File: config.mk
export PLATFORM = sky130hd
export DESIGN_NAME = multi_button_press_hold_fsm_unit
export DESIGN_NICKNAME = d
export VERILOG_FILES = /design/src/rtl/mbph_pkg.sv /design/src/rtl/multi_button_press_hold_fsm_unit.sv
export VERILOG_INCLUDE_DIRS = /design/src /design/src/rtl
export SDC_FILE = /design/constraint.sdc
export NUM_CORES = 1
export LEC_CHECK = 0
export ABC_AREA = 1
export ABC_CLOCK_PERIOD_IN_PS = 3650
export BUFFER_PORTS_ARGS = -buffer_cell sky130_fd_sc_hd__buf_2
export CELL_PAD_IN_SITES_DETAIL_PLACEMENT = 2
export CELL_PAD_IN_SITES_GLOBAL_PLACEMENT = 2
export CORE_MARGIN = 4
export CORE_UTILIZATION = 37
export DETAILED_ROUTE_END_ITERATION = 8
export PLACE_DENSITY = 0.85
export SYNTH_ARGS = -nofsm -noshare
export SYNTH_HDL_FRONTEND = slang
export SYNTH_SLANG_ARGS = --single-unit
File: constraint.sdc
create_clock -name clk -period 3.65 [get_ports clk]
set_input_delay 0.73 -clock clk [delete_from_list [all_inputs] [get_ports clk]]
set_output_delay 0.73 -clock clk [all_outputs]
set_load 0.005 [all_outputs]
File: src/rtl/assert_macros.svh
// Assertion macros shared by the RTL files.
// Each macro checks one property on the rising clock edge and is disabled
// while the asynchronous reset is asserted.
`ifndef ASSERT_MACROS_SVH
`define ASSERT_MACROS_SVH

`ifndef SYNTHESIS

// Property checked at every rising edge of clk, outside of reset.
`define ASSERT_CLK(label, clk, rst_n, prop, msg) \
	label: assert property (@(posedge clk) disable iff (!rst_n) (prop)) else $error(msg);

// Implication with the consequent checked in the cycle after the condition.
`define ASSERT_NEXT(label, clk, rst_n, cond, prop, msg) \
	label: assert property (@(posedge clk) disable iff (!rst_n) (cond) |=> (prop)) \
		else $error(msg);

`else

`define ASSERT_CLK(label, clk, rst_n, prop, msg)
`define ASSERT_NEXT(label, clk, rst_n, cond, prop, msg)

`endif

`endif

File: src/rtl/mbph_pkg.sv
package mbph_pkg;

	// Button count limits.
	localparam int MAX_BUTTONS = 8;
	localparam int DEFAULT_BUTTONS = 8;

	// Field widths.
	localparam int STATE_W = 3;
	localparam int COUNT_W = 8;
	localparam int LEVELS_W = 8;
	localparam int STATES_W = 24;
	localparam int LIMITS_W = 64;
	localparam int CFG_INDEX_W = 8;
	localparam int CFG_DATA_W = 64;

	// Per-button state codes.
	localparam logic [STATE_W-1:0] ST_PRE_PUSH = 3'd0;
	localparam logic [STATE_W-1:0] ST_PUSHED = 3'd1;
	localparam logic [STATE_W-1:0] ST_PRE_HOLD = 3'd2;
	localparam logic [STATE_W-1:0] ST_HOLD = 3'd3;
	localparam logic [STATE_W-1:0] ST_PRE_RELEASE = 3'd4;
	localparam logic [STATE_W-1:0] ST_RELEASED = 3'd5;

	// Configuration register indexes.
	localparam logic [CFG_INDEX_W-1:0] REG_DEBOUNCE_LIMITS = 8'd0;
	localparam logic [CFG_INDEX_W-1:0] REG_ACTIVE_LEVEL = 8'd1;

	// Register reset values: a limit of 20 for every button, active low.
	localparam logic [LIMITS_W-1:0] DEBOUNCE_LIMITS_RESET = 64'h1414_1414_1414_1414;
	localparam logic ACTIVE_LEVEL_RESET = 1'b0;

	// Saturating count increment.
	function automatic logic [COUNT_W-1:0] sat_inc(input logic [COUNT_W-1:0] c);
		sat_inc = (c == {COUNT_W{1'b1}}) ? c : c + {{(COUNT_W-1){1'b0}}, 1'b1};
	endfunction

endpackage

File: src/rtl/multi_button_press_hold_fsm_unit.sv
// Press/hold state machines for up to eight buttons. Each request on the
// s_axis side carries one tick of sampled pin levels; each button steps its
// own six-state machine (pre_push, pushed, pre_hold, hold, pre_release,
// released, codes 0 to 5) and the new states of all buttons come back as one
// item on the m_axis side, three bits per button. The block takes one request
// every cycle while the result side is not stalled. A request sits in the
// input register while the state update is computed, and the update writes
// the state registers and the result register together. The rate is set by
// the update of each button's state, count and limit compare; a stalled
// result holds the input register and then stalls the input side as well.
// Configuration (per-button count limits, active pin level) is written
// through the cfg port, which is always ready; write it only while no
// request is in flight.
`include "assert_macros.svh"

module multi_button_press_hold_fsm_unit #(
	parameter int BUTTONS = mbph_pkg::DEFAULT_BUTTONS
) (
	input  logic clk,
	input  logic arst_n,

	// Tick input. tdata: pin_levels[7:0].
	input  logic s_axis_tvalid,
	output logic s_axis_tready,
	input  logic [mbph_pkg::LEVELS_W-1:0] s_axis_tdata,

	// Result output. tdata: button_states[23:0].
	output logic m_axis_tvalid,
	input  logic m_axis_tready,
	output logic [mbph_pkg::STATES_W-1:0] m_axis_tdata,

	// Configuration write channel.
	input  logic cfg_valid,
	output logic cfg_ready,
	input  logic [mbph_pkg::CFG_INDEX_W-1:0] cfg_index,
	input  logic [mbph_pkg::CFG_DATA_W-1:0] cfg_data
);

	localparam int STATE_W = mbph_pkg::STATE_W;
	localparam int COUNT_W = mbph_pkg::COUNT_W;

	logic [mbph_pkg::LIMITS_W-1:0] limits_q;
	logic active_q;

	logic valid_s1;
	logic [mbph_pkg::LEVELS_W-1:0] levels_s1;

	logic [STATE_W-1:0] state_q [BUTTONS];
	logic [COUNT_W-1:0] count_q [BUTTONS];
	logic [STATE_W-1:0] state_d [BUTTONS];
	logic [COUNT_W-1:0] count_d [BUTTONS];
	logic [mbph_pkg::STATES_W-1:0] packed_d;
	logic [mbph_pkg::STATES_W-1:0] packed_now;

	logic out_valid_q;
	logic [mbph_pkg::STATES_W-1:0] out_data_q;
	logic load_out;

	// The update fires when the input register holds a request and the result
	// register is free or being emptied this cycle.
	assign load_out = valid_s1 && (!out_valid_q || m_axis_tready);
	assign s_axis_tready = !valid_s1 || load_out;
	assign cfg_ready = 1'b1;
	assign m_axis_tvalid = out_valid_q;
	assign m_axis_tdata = out_data_q;

	// Configuration registers; writes beyond the register list are dropped.
	always_ff @(posedge clk or negedge arst_n) begin
		if (!arst_n) begin
			limits_q <= mbph_pkg::DEBOUNCE_LIMITS_RESET;
			active_q <= mbph_pkg::ACTIVE_LEVEL_RESET;
		end else if (cfg_valid) begin
			if (cfg_index == mbph_pkg::REG_DEBOUNCE_LIMITS) begin
				limits_q <= cfg_data;
			end else if (cfg_index == mbph_pkg::REG_ACTIVE_LEVEL) begin
				active_q <= cfg_data[0];
			end
		end
	end

	// Input register.
	always_ff @(posedge clk or negedge arst_n) begin
		if (!arst_n) begin
			valid_s1 <= 1'b0;
		end else if (s_axis_tready) begin
			valid_s1 <= s_axis_tvalid;
		end
	end

	always_ff @(posedge clk) begin
		if (s_axis_tready && s_axis_tvalid) begin
			levels_s1 <= s_axis_tdata;
		end
	end

	// Next state and count of every button.
	always_comb begin
		logic m;
		logic [COUNT_W-1:0] limit;
		logic [COUNT_W-1:0] inc;
		for (int b = 0; b < BUTTONS; b++) begin
			m = (levels_s1[b] == active_q);
			limit = limits_q[8*b +: 8];
			inc = mbph_pkg::sat_inc(count_q[b]);
			state_d[b] = state_q[b];
			count_d[b] = count_q[b];
			case (state_q[b])
				mbph_pkg::ST_PRE_PUSH: begin
					if (m) begin
						state_d[b] = mbph_pkg::ST_PUSHED;
					end
				end
				mbph_pkg::ST_PUSHED: begin
					state_d[b] = m ? mbph_pkg::ST_PRE_HOLD : mbph_pkg::ST_RELEASED;
				end
				mbph_pkg::ST_PRE_HOLD: begin
					state_d[b] = m ? mbph_pkg::ST_HOLD : mbph_pkg::ST_RELEASED;
				end
				mbph_pkg::ST_HOLD: begin
					if (m) begin
						if (inc >= limit) begin
							count_d[b] = '0;
							state_d[b] = mbph_pkg::ST_PRE_RELEASE;
						end else begin
							count_d[b] = inc;
						end
					end
				end
				mbph_pkg::ST_PRE_RELEASE: begin
					if (m) begin
						count_d[b] = inc;
					end else begin
						state_d[b] = (count_q[b] >= limit) ? mbph_pkg::ST_RELEASED
							: mbph_pkg::ST_PRE_PUSH;
						count_d[b] = '0;
					end
				end
				mbph_pkg::ST_RELEASED: begin
					if (!m) begin
						state_d[b] = mbph_pkg::ST_PRE_PUSH;
					end
				end
				default: begin
					state_d[b] = state_q[b];
				end
			endcase
		end
	end

	// Pack the new and the current states; unused button slots read as zero.
	always_comb begin
		packed_d = '0;
		packed_now = '0;
		for (int b = 0; b < BUTTONS; b++) begin
			packed_d[3*b +: 3] = state_d[b];
			packed_now[3*b +: 3] = state_q[b];
		end
	end

	// Button state registers.
	always_ff @(posedge clk or negedge arst_n) begin
		if (!arst_n) begin
			for (int b = 0; b < BUTTONS; b++) begin
				state_q[b] <= mbph_pkg::ST_PRE_PUSH;
				count_q[b] <= '0;
			end
		end else if (load_out) begin
			for (int b = 0; b < BUTTONS; b++) begin
				state_q[b] <= state_d[b];
				count_q[b] <= count_d[b];
			end
		end
	end

	// Result register.
	always_ff @(posedge clk or negedge arst_n) begin
		if (!arst_n) begin
			out_valid_q <= 1'b0;
		end else if (load_out) begin
			out_valid_q <= 1'b1;
		end else if (m_axis_tready) begin
			out_valid_q <= 1'b0;
		end
	end

	always_ff @(posedge clk) begin
		if (load_out) begin
			out_data_q <= packed_d;
		end
	end

	// A stalled result with a full input register must hold off new requests.
	`ASSERT_CLK(a_stall_blocks_input, clk, arst_n, !(valid_s1 && out_valid_q && !m_axis_tready && s_axis_tready), "input accepted while both stages are stalled")

	// The result just loaded reflects the state registers written with it.
	`ASSERT_NEXT(a_result_matches_state, clk, arst_n, load_out, m_axis_tdata == packed_now, "result differs from updated button states")

	// A fresh result never appears without a request in the input register.
	`ASSERT_NEXT(a_result_needs_request, clk, arst_n, !valid_s1 && !out_valid_q, !m_axis_tvalid, "result produced with no request")

	// The count is only ever nonzero while holding or waiting for release.
	for (genvar g = 0; g < BUTTONS; g++) begin : g_count_chk
		`ASSERT_CLK(a_count_idle_zero, clk, arst_n, (count_q[g] == '0) || (state_q[g] == mbph_pkg::ST_HOLD) || (state_q[g] == mbph_pkg::ST_PRE_RELEASE), "count nonzero outside hold states")
	end

endmodule
==> impl_metrics.env, run 1 <==
export IMPL_hpwl_microns=29900
export IMPL_hp_class="input port to async pin"
export IMPL_wl_per_cell_microns=17.9
export IMPL_pwr_density_cell_mw_per_mm2=699
export IMPL_worst_path_max_delay_cell="dfrtp_1"
export IMPL_setup_viol=0
export IMPL_drt_iter0_markers=353
export IMPL_synthCells=1575
export IMPL_ctsHoldBuffers=0
export IMPL_cp_arrival_ns=3.53
export IMPL_relSlewSlack=0.382
export IMPL_min_period_ns=3.23
export IMPL_crit_family="simple AND/OR/NAND/NOR gates"
export IMPL_gp_congestion=0.827
export IMPL_place_area_sq_mm=0.0139
export IMPL_fin_crit_sh=0.884
export IMPL_grt_usage=0.209
export IMPL_antenna_left=0
export IMPL_grt_pass1_vias=12800
export IMPL_maxCapViolCount=0
export IMPL_cts_max_path_buffers=2
export IMPL_clock_fmax_mhz=310
export IMPL_overflow=0
export IMPL_grt_pass1_wl_microns=64900
export IMPL_p_total_mw=10.1
export IMPL_crit_chain="ha_1, nand2_1, nor3_1, nand3_1, nand2_1, o21a_1, inv_1, ha_1, nand2_1, nor2_1, nor2_1, nand2_1, nand2_1, nand2_1, inv_1, o21ai_2, o22ai_1"
export IMPL_skew_ns=0.0148
export IMPL_cts_buffers=17
export IMPL_worstPathMaxFanout=8
export IMPL_critPathKind="flip-flop to flip-flop"
export IMPL_core_area_sq_mm=0.0338
export IMPL_core_rowCount=67
export IMPL_slowest_delay_ns=0.41
export IMPL_drc=0
export IMPL_cpMostUsedCell="nand2_1"
export IMPL_first_pass_iters=4
export IMPL_ys_async_sr_fraction=0.829
export IMPL_numPortBuffers=110
export IMPL_root_buffer="clkbuf_16"
export IMPL_drv_slew=0
export IMPL_die_w_microns=194
export IMPL_drt_total_wl_microns=38700
export IMPL_vias=11100
export IMPL_via_per_inst=5.12
export IMPL_cp_buffers_inverters=2
export IMPL_syn_nets=1796
export IMPL_htree_levels=4
export IMPL_timing_hold_ws_ns=0.253
export IMPL_synth_seq_area_share=0.380
export IMPL_worstMarginPinSlew_ns=0.927
export IMPL_post_place_ws_ns=0.232
export IMPL_reg2reg_depth=17
export IMPL_layout_drive_gt1_share=0.161
export IMPL_setup_ws_ns=0.423
export IMPL_r2r_end="count_q[37]"
export IMPL_reg2reg_slack_ns=0.42
export IMPL_ir_drop_v=0.000364
export IMPL_hold_viol_final=0
export IMPL_syn_area_sq_mm=0.0128
export IMPL_timing_rr_start="count_q[33]"
export IMPL_synth_cell_type_count=45
export IMPL_worst_setup_path_end_kind="flip-flop"
export IMPL_layout_nets=1919
export IMPL_ys_ff_latch=187
export IMPL_synth_edf_count=32
export IMPL_status="completed"
export IMPL_clk_latency_ns=0.45
export IMPL_pin_count=112
export IMPL_clk_pin_slew_worst_paths_ns=0.07
export IMPL_n_fill_cell=3853
export IMPL_leakage_nw=7.57
export IMPL_start_kind="flip-flop"
export IMPL_fin_area_sq_mm=0.0145
export IMPL_cp_data_required_time_ns=3.96
export IMPL_area_delta_synth_final_pct=13.2
export IMPL_antenna_cells=0
export IMPL_die_area_sq_mm=0.0376
export IMPL_setup_tns_ns=0
export IMPL_die_y_microns=194
export IMPL_grt_antenna_before_repair=0
export IMPL_synth_warnings=0
export IMPL_clkSinkCount=187
export IMPL_synthFlopType="dfrtp_1"
export IMPL_rsz0062_at_grt="no"
export IMPL_cts_tree="yes"
export IMPL_grt_start_max_net_pins=65
export IMPL_start_util=0.378
export IMPL_avgSynthCellArea_sq_um=8.12
==> synthesized netlist by cell type (all sizes together), types with 7 or more instances <==
master  instances  area share
nand2         391        0.12
inv           263       0.077
dfrtp         139        0.27
ha            136        0.13
nor2          109       0.033
o21ai         107       0.045
nand3         105       0.041
mux2           64       0.056
a21oi          60       0.026
xor2           34       0.030
edfxtp         32       0.075
nor3           28       0.013
o22ai          21       0.011
dfstp          16       0.033
nand4          12      0.0059
o21a           11      0.0065
buf            10      0.0053
and2            7      0.0034
o21bai          7      0.0041
==> what timing repair did <==
action,4_1_cts,5_1_grt
endpoints found under the hold margin,0,0
buffers inserted,0,0
gates resized for setup,0,3
endpoints found under the setup margin,0,6
==> worst max path at each step <==
stage / startpoint / to / slack [ns] / cells past startpoint
finish: count_q[33] / count_q[37] / 0.42 / 17
global route: count_q[56] / count_q[57] / 0.02 / 19
CTS: count_q[57] / count_q[57] / 0.13 / 19
detailed placement: count_q[57] / count_q[57] / 0.23 / 19
global placement: count_q[56] / count_q[61] / 0.52 / 19
floorplan: count_q[56] / count_q[56] / 0.90 / 19
==> layer usage <==
layer / vias to the layer above / routed length [microns] / GRT usage
li1: 5377 / - / -
met1: 5531 / 17100 / 0.252
met2: 116 / 20300 / 0.393
met3: 40 / 892 / 0.0325
met4: 0 / 461 / 0.0419
met5: - / 0 / 0
==> stage by stage <==
step,std cells,utilization
floorplan,1575,-
global placement,2127,0.411
detailed placement,2127,0.411
CTS,2159,0.428
global route,2159,0.428
finish,2159,0.428
==> report_power, final <==
group / switching (mW) / internal (mW)
Combinational: 3.12 / 1.79
Clock: 0.850 / 1.06
Sequential: 0.589 / 2.71
Total: 4.56 / 5.56
==> placed cells by master (no fill, tap or decap), types with 3 or more instances in the layout <==
cell type / instances
nor2_2: 6
ha_1: 136
edfxtp_1: 32
xor2_4: 4
o21ai_2: 9
o22ai_1: 19
buf_2: 109
o21bai_1: 7
inv_2: 6
mux2_2: 64
nand2_2: 6
o21ai_1: 5
o21a_1: 11
nor3_2: 6
nand3b_1: 3
a21oi_1: 57
buf_4: 10
xor2_1: 29
nand4_1: 12
nand3_1: 105
dfrtp_1: 139
clkinv_2: 5
dfstp_2: 16
clkbuf_8: 3
inv_1: 257
and2_1: 7
nor3_1: 22
clkbuf_1: 4
nor2_1: 103
nand2_1: 385
o21ai_0: 92
clkbuf_16: 17
==> cell families after synthesis <==
group / count (synthesis) / share of synthesized area
fa+ha+maj: 136 / 0.133
compound gates: 211 / 0.0950
xor+xnor: 38 / 0.0346
mux: 64 / 0.0564
other cells: 1 / 0.000293
simple gates: 659 / 0.216
flops: 187 / 0.380
buf+inv: 279 / 0.0843
==> worst register-to-register path, cell delays in order, from the launching register on <==
cell     delay (ns)
dfrtp_1        0.41
ha_1           0.22
nand2_1        0.09
nor3_1         0.26
nand3_1        0.34
nand2_1        0.16
o21a_1         0.15
inv_1          0.05
ha_1           0.30
nand2_1        0.07
nor2_1         0.11
nor2_1         0.06
nand2_1        0.11
nand2_1        0.06
nand2_1        0.13
inv_1          0.07
o21ai_2        0.34
o22ai_1        0.15
==> registers in the layout (all words and copies together) (netlist names) <==
register       cells
m_axis_tdata      24
m_axis_tvalid      1
packed_now        24
limits_q          64
levels_s1          8
valid_s1           1
active_q           1
count_q           64
==> final cells by class <==
| cell class | count | area (sq um) | area share |
|---|---|---|---|
| Clock buffer | 24 | 482 | 0.0333 |
| Clock inverter | 8 | 92.6 | 0.00640 |
| Inverter | 263 | 987 | 0.0682 |
| Multi-Input combinational cell | 1109 | 6860 | 0.474 |
| Sequential cell | 187 | 4860 | 0.336 |
| Tap cell | 448 | 561 | 0.0387 |
| Timing Repair Buffer | 120 | 632 | 0.0437 |
Note: power is estimated with default switching activity, not from simulation.
==> inputs of run 2 (changes only) <==
--- a/config.mk
+++ b/config.mk
@@ -14,7 +14,8 @@
 export CORE_MARGIN = 4
 export CORE_UTILIZATION = 37
 export DETAILED_ROUTE_END_ITERATION = 8
-export PLACE_DENSITY = 0.85
+export PLACE_DENSITY_LB_ADDON = 0.1
+export SETUP_SLACK_MARGIN = 0.1
 export SYNTH_ARGS = -nofsm -noshare
 export SYNTH_HDL_FRONTEND = slang
 export SYNTH_SLANG_ARGS = --single-unit
==> run 2 against run 1 <==
Against the previous run:
- global-route usage shrank 0.90 points
- flip-flop and latch count did not move
- critical endpoint is now count_q[56]
- highest routed layer is now met5
- sequential power hardly changed
- register-to-register slack improved by 0.08 ns
- cell area is 0.41% higher
- non-clock buffer count stayed put
==> impl_metrics.env, run 2 (synthesized netlist as in run 1, its figures left out) <==
export IMPL_cts_tree="yes"
export IMPL_clk_pin_slew_worst_paths_ns=0.07
export IMPL_clock_fmax_mhz=318
export IMPL_timing_hold_ws_ns=0.288
export IMPL_fin_area_sq_mm=0.0145
export IMPL_seqCellArea_sq_mm=0.00486
export IMPL_slowest_delay_ns=0.42
export IMPL_layout_nets=1919
export IMPL_wl_per_cell_microns=17.1
export IMPL_post_place_ws_ns=0.240
export IMPL_reg2reg_depth=19
export IMPL_vias=10900
export IMPL_drc=0
export IMPL_place_area_sq_mm=0.0139
export IMPL_hp_class="input port to async pin"
export IMPL_antenna_left=0
export IMPL_setup_viol=0
export IMPL_worstMarginPinSlew_ns=0.970
export IMPL_die_w_microns=194
export IMPL_htree_levels=4
export IMPL_cp_data_required_time_ns=4.01
export IMPL_drv_slew=0
export IMPL_worstPathMaxFanout=5
export IMPL_cts_max_path_buffers=2
export IMPL_antenna_cells=0
export IMPL_setup_ws_ns=0.504
export IMPL_start_util=0.378
export IMPL_setup_tns_ns=0
export IMPL_maxCapViolCount=0
export IMPL_grt_usage=0.200
export IMPL_skew_ns=0.00968
export IMPL_cp_arrival_ns=3.51
export IMPL_grt_antenna_before_repair=1
export IMPL_relSlewSlack=0.353
export IMPL_pin_count=112
export IMPL_ir_drop_v=0.000356
export IMPL_leakage_nw=7.58
export IMPL_grt_start_max_net_pins=70
export IMPL_n_fill_cell=3874
export IMPL_timing_rr_start="count_q[57]"
export IMPL_multi_input_area_sq_mm=0.00686
export IMPL_critPathKind="flip-flop to flip-flop"
export IMPL_worst_setup_path_end_kind="flip-flop"
export IMPL_gp_congestion=0.794
export IMPL_post_cts_repair_setup_buffers=0
export IMPL_first_pass_iters=4
export IMPL_layout_commonest_cell="nand2_1"
export IMPL_worst_path_max_delay_cell="dfrtp_1"
export IMPL_top_regs="count_q: 64 flops, limits_q: 64 flops"
export IMPL_r2r_end="count_q[56]"
export IMPL_cpMostUsedCell="nand2_1"
export IMPL_drt_total_wl_microns=36900
export IMPL_start_kind="flip-flop"
export IMPL_final_cell_mix="nand2_1 (386), inv_1 (257), dfrtp_1 (138), ha_1 (136), buf_2 (109)"
export IMPL_cts_buffers=17
export IMPL_numPortBuffers=110
export IMPL_drt_iter0_markers=267
export IMPL_final_cells=2159
export IMPL_root_buffer="clkbuf_16"
export IMPL_grt_pass1_wl_microns=62300
export IMPL_hold_viol_final=0
export IMPL_dpl_cell_count=2127
export IMPL_ctsHoldBuffers=0
export IMPL_clkSinkCount=187
export IMPL_clk_latency_ns=0.46
export IMPL_die_area_sq_mm=0.0376
export IMPL_core_area_sq_mm=0.0338
export IMPL_reg2reg_slack_ns=0.50
export IMPL_rsz0062_at_grt="no"
export IMPL_fin_crit_sh=0.862
export IMPL_via_per_inst=5.04
export IMPL_area_delta_synth_final_pct=13.7
export IMPL_layout_drive_gt1_share=0.162
export IMPL_crit_chain="ha_1, nand2_1, inv_1, nand2_1, nor2_1, nand2_1, nor2_2, inv_1, nand2_1, xor2_1, inv_1, ha_1, a21oi_1, nor2_1, nor3_1, nand2_1, o22ai_2, nand2_1, o21ai_0"
export IMPL_die_y_microns=194
export IMPL_grt_pass1_vias=12300
export IMPL_status="completed"
export IMPL_core_rowCount=67
export IMPL_overflow=0
export IMPL_hpwl_microns=28700
export IMPL_pwr_density_cell_mw_per_mm2=696
export IMPL_min_period_ns=3.15
-- run 2: cell types whose count changed in the layout (fill, tap and decap cells not counted), moves of 2 or more --
cell / previous run / this run
clkbuf_8: 3 / 0
bufinv_16: 2 / 4
clkbuf_1: 4 / 1
clkinv_1: 0 / 2
clkinv_4: 0 / 2
inv_6: 0 / 3
clkinv_2: 5 / 0
clkinvlp_4: 1 / 3
-- run 2: layout make-up --
class | instances | area share
multi-input cells | 1109 | 0.472
clock inverters | 14 | 0.0133
clock buffers | 18 | 0.0295
inverters | 263 | 0.0679
well taps | 448 | 0.0386
flip-flops and latches | 187 | 0.335
repair buffers | 120 | 0.0443
-- run 2: worst max-delay path by stage --
stage               cells after the start   startpoint     endpoint
floorplan                              19  count_q[56]  count_q[56]
global placement                       19  count_q[56]  count_q[58]
detailed placement                     19  count_q[56]  count_q[56]
CTS                                    19  count_q[56]  count_q[56]
global route                           19  count_q[57]  count_q[57]
finish                                 19  count_q[57]  count_q[56]
-- run 2: worst max-delay path: cells and delay by family (launching register included) --
kind	cells	cell delay, ns
buf+inv	3	0.30
simple gates	10	1.06
fa+ha+maj	2	0.51
flops	1	0.42
xor+xnor	1	0.20
compound gates	3	0.55
-- run 2: per-stage QoR --
stage               total power, mW   util
floorplan                      6.52      -
global placement               7.77  0.411
detailed placement             8.11  0.411
CTS                            10.3  0.430
global route                   11.2  0.430
finish                         10.1  0.430
-- run 2: where the power goes --
group	switching [mW]	internal, mW	total (mW)
sequential	0.588	2.71	3.30
combinational	2.98	1.78	4.75
clock	0.913	1.15	2.06
-- run 2: routing by layer --
metal / track usage / routed length, microns
met5: 0 / 11
met4: 0.0393 / 386
met3: 0.0368 / 928
met2: 0.368 / 18900
met1: 0.245 / 16700
-- run 2: timing repair --
action / in CTS / in global routing
endpoints found under the hold margin: 0 / 0
endpoints found under the setup margin: 0 / 7
gates resized for setup: 0 / 3
==> inputs of run 3 (changes only) <==
--- a/config.mk
+++ b/config.mk
@@ -14,7 +14,7 @@
 export CORE_MARGIN = 4
 export CORE_UTILIZATION = 37
 export DETAILED_ROUTE_END_ITERATION = 8
-export PLACE_DENSITY_LB_ADDON = 0.1
+export PLACE_DENSITY = 0.87
 export SETUP_SLACK_MARGIN = 0.1
 export SYNTH_ARGS = -nofsm -noshare
 export SYNTH_HDL_FRONTEND = slang
==> run 3 against run 2 <==
Against the previous run:
- sequential share of layout area up 0.14 points
- count of clock-buffer cells in the layout up 9
- die area unchanged
- flip-flop and latch count unchanged
- core utilization down 0.16 points
- power up 0.50%
- worst hold slack better by 0.049 ns
- critical path type unchanged
- critical endpoint is now m_axis_tdata[21]
- highest routed layer unchanged
==> impl_metrics.env, run 3 (synthesized netlist as in run 1, its figures left out) <==
export IMPL_status="completed"
export IMPL_place_area_sq_mm=0.0139
export IMPL_core_rowCount=67
export IMPL_drt_total_wl_microns=40700
export IMPL_core_area_sq_mm=0.0338
export IMPL_grt_start_max_net_pins=77
export IMPL_vias=11200
export IMPL_root_buffer="clkbuf_16"
export IMPL_ctsHoldBuffers=0
export IMPL_setup_tns_ns=0
export IMPL_clk_pin_slew_worst_paths_ns=0.08
export IMPL_layout_drive_gt1_share=0.162
export IMPL_ir_drop_v=0.000371
export IMPL_start_kind="flip-flop"
export IMPL_worst_setup_path_end_kind="flip-flop"
export IMPL_numPortBuffers=110
export IMPL_area_delta_synth_final_pct=13.2
export IMPL_layout_nets=1919
export IMPL_hp_class="input port to async pin"
export IMPL_clkSinkCount=187
export IMPL_antenna_cells=0
export IMPL_setup_viol=0
export IMPL_hold_viol_final=0
export IMPL_die_w_microns=194
export IMPL_start_util=0.378
export IMPL_cts_buffers=17
export IMPL_cp_arrival_ns=3.50
export IMPL_top_regs="count_q: 64 flops, limits_q: 64 flops"
export IMPL_drc=0
export IMPL_overflow=0
export IMPL_hpwl_microns=30000
export IMPL_fin_crit_sh=0.898
export IMPL_post_cts_repair_setup_buffers=0
export IMPL_antenna_left=0
export IMPL_fin_area_sq_mm=0.0145
export IMPL_layout_commonest_cell="nand2_1"
export IMPL_clk_latency_ns=0.46
export IMPL_leakage_nw=7.55
export IMPL_cts_tree="yes"
export IMPL_drv_slew=0
export IMPL_first_pass_iters=6
export IMPL_cp_data_required_time_ns=3.87
export IMPL_skew_ns=0.0124
export IMPL_seqCellArea_sq_mm=0.00486
export IMPL_setup_ws_ns=0.372
export IMPL_dpl_cell_count=2127
export IMPL_fin_util=0.429
export IMPL_p_total_mw=10.2
export IMPL_die_area_sq_mm=0.0376
export IMPL_worstMarginPinSlew_ns=0.832
export IMPL_htree_levels=4
export IMPL_timing_hold_ws_ns=0.337
export IMPL_relSlewSlack=0.445
export IMPL_pwr_density_cell_mw_per_mm2=702
export IMPL_grt_antenna_before_repair=1
export IMPL_drt_iter0_markers=388
export IMPL_n_fill_cell=3902
export IMPL_worstPathMaxFanout=8
export IMPL_grt_pass1_vias=13000
export IMPL_wl_per_cell_microns=18.9
export IMPL_gp_congestion=0.842
export IMPL_final_cell_mix="nand2_1 (386), inv_1 (257), dfrtp_1 (137), ha_1 (136), buf_2 (109)"
export IMPL_min_period_ns=3.28
export IMPL_critPathKind="flip-flop to flip-flop"
export IMPL_cts_max_path_buffers=2
export IMPL_final_cells=2159
export IMPL_clock_fmax_mhz=305
export IMPL_grt_usage=0.218
export IMPL_pin_count=112
export IMPL_via_per_inst=5.20
export IMPL_cts_resized=0
export IMPL_maxCapViolCount=0
export IMPL_multi_input_area_sq_mm=0.00687
export IMPL_die_y_microns=194
export IMPL_grt_pass1_wl_microns=67400
export IMPL_rsz0062_at_grt="no"
export IMPL_post_place_ws_ns=0.256
export IMPL_reg2reg_depth=19
==> run 3: cell types whose count changed in the layout (fill, tap and decap cells not counted), moves of 2 or more <==
cell,delta
bufinv_16,-4
clkbuf_8,+4
clkinv_1,-2
clkinv_2,+2
clkbuf_1,+4
clkinv_4,-2
inv_6,-3
==> run 3: where the power goes <==
group          internal [mW]  leakage, nW  switching (mW)  total [mW]
combinational           1.80         4.94            3.19        4.99
sequential              2.71         2.34           0.606        3.32
clock                  0.986        0.265           0.876        1.86
==> run 3: final cells by class <==
class	count	area share
Clock buffer	27	0.0362
Clock inverter	5	0.00225
Inverter	263	0.0682
Multi-Input combinational cell	1109	0.474
Sequential cell	187	0.336
Tap cell	448	0.0387
Timing Repair Buffer	120	0.0445
==> run 3: worst paths after layout <==
kind	slack [ns]	startpoint	endpoint
max reg2reg	0.37	count_q[1]	m_axis_tdata[21]
min reg2reg	0.50	limits_q[1]	limits_q[1]
min	0.34	arst_n	count_q[42]
max in group asynchronous	2.47	arst_n	limits_q[44]
min in group clk	0.44	s_axis_tdata[6]	levels_s1[6]
max	0.37	count_q[1]	m_axis_tdata[21]
==> run 3: layer usage <==
layer  share of wire  vias to the layer above  GRT usage
met5         0.00017                        -          0
met4           0.024                        2     0.0690
met3           0.025                       71     0.0335
met2            0.51                      155      0.396
met1            0.44                     5626      0.265
li1                -                     5380          -
==> run 3: critical path: stages, from the launching register on <==
cell      delay (ns)
dfrtp_1         0.40
ha_1            0.22
nand2_1         0.07
inv_1           0.07
nand3_1         0.14
nor2_1          0.20
nand2_1         0.24
nand2_1         0.13
o21ai_0         0.19
ha_1            0.37
inv_1           0.05
o21bai_1        0.12
nand2_1         0.08
nand2_1         0.10
nand2_1         0.05
nand2_1         0.15
nand2_1         0.08
nand2_1         0.09
nand3_1         0.12
and2_1          0.17
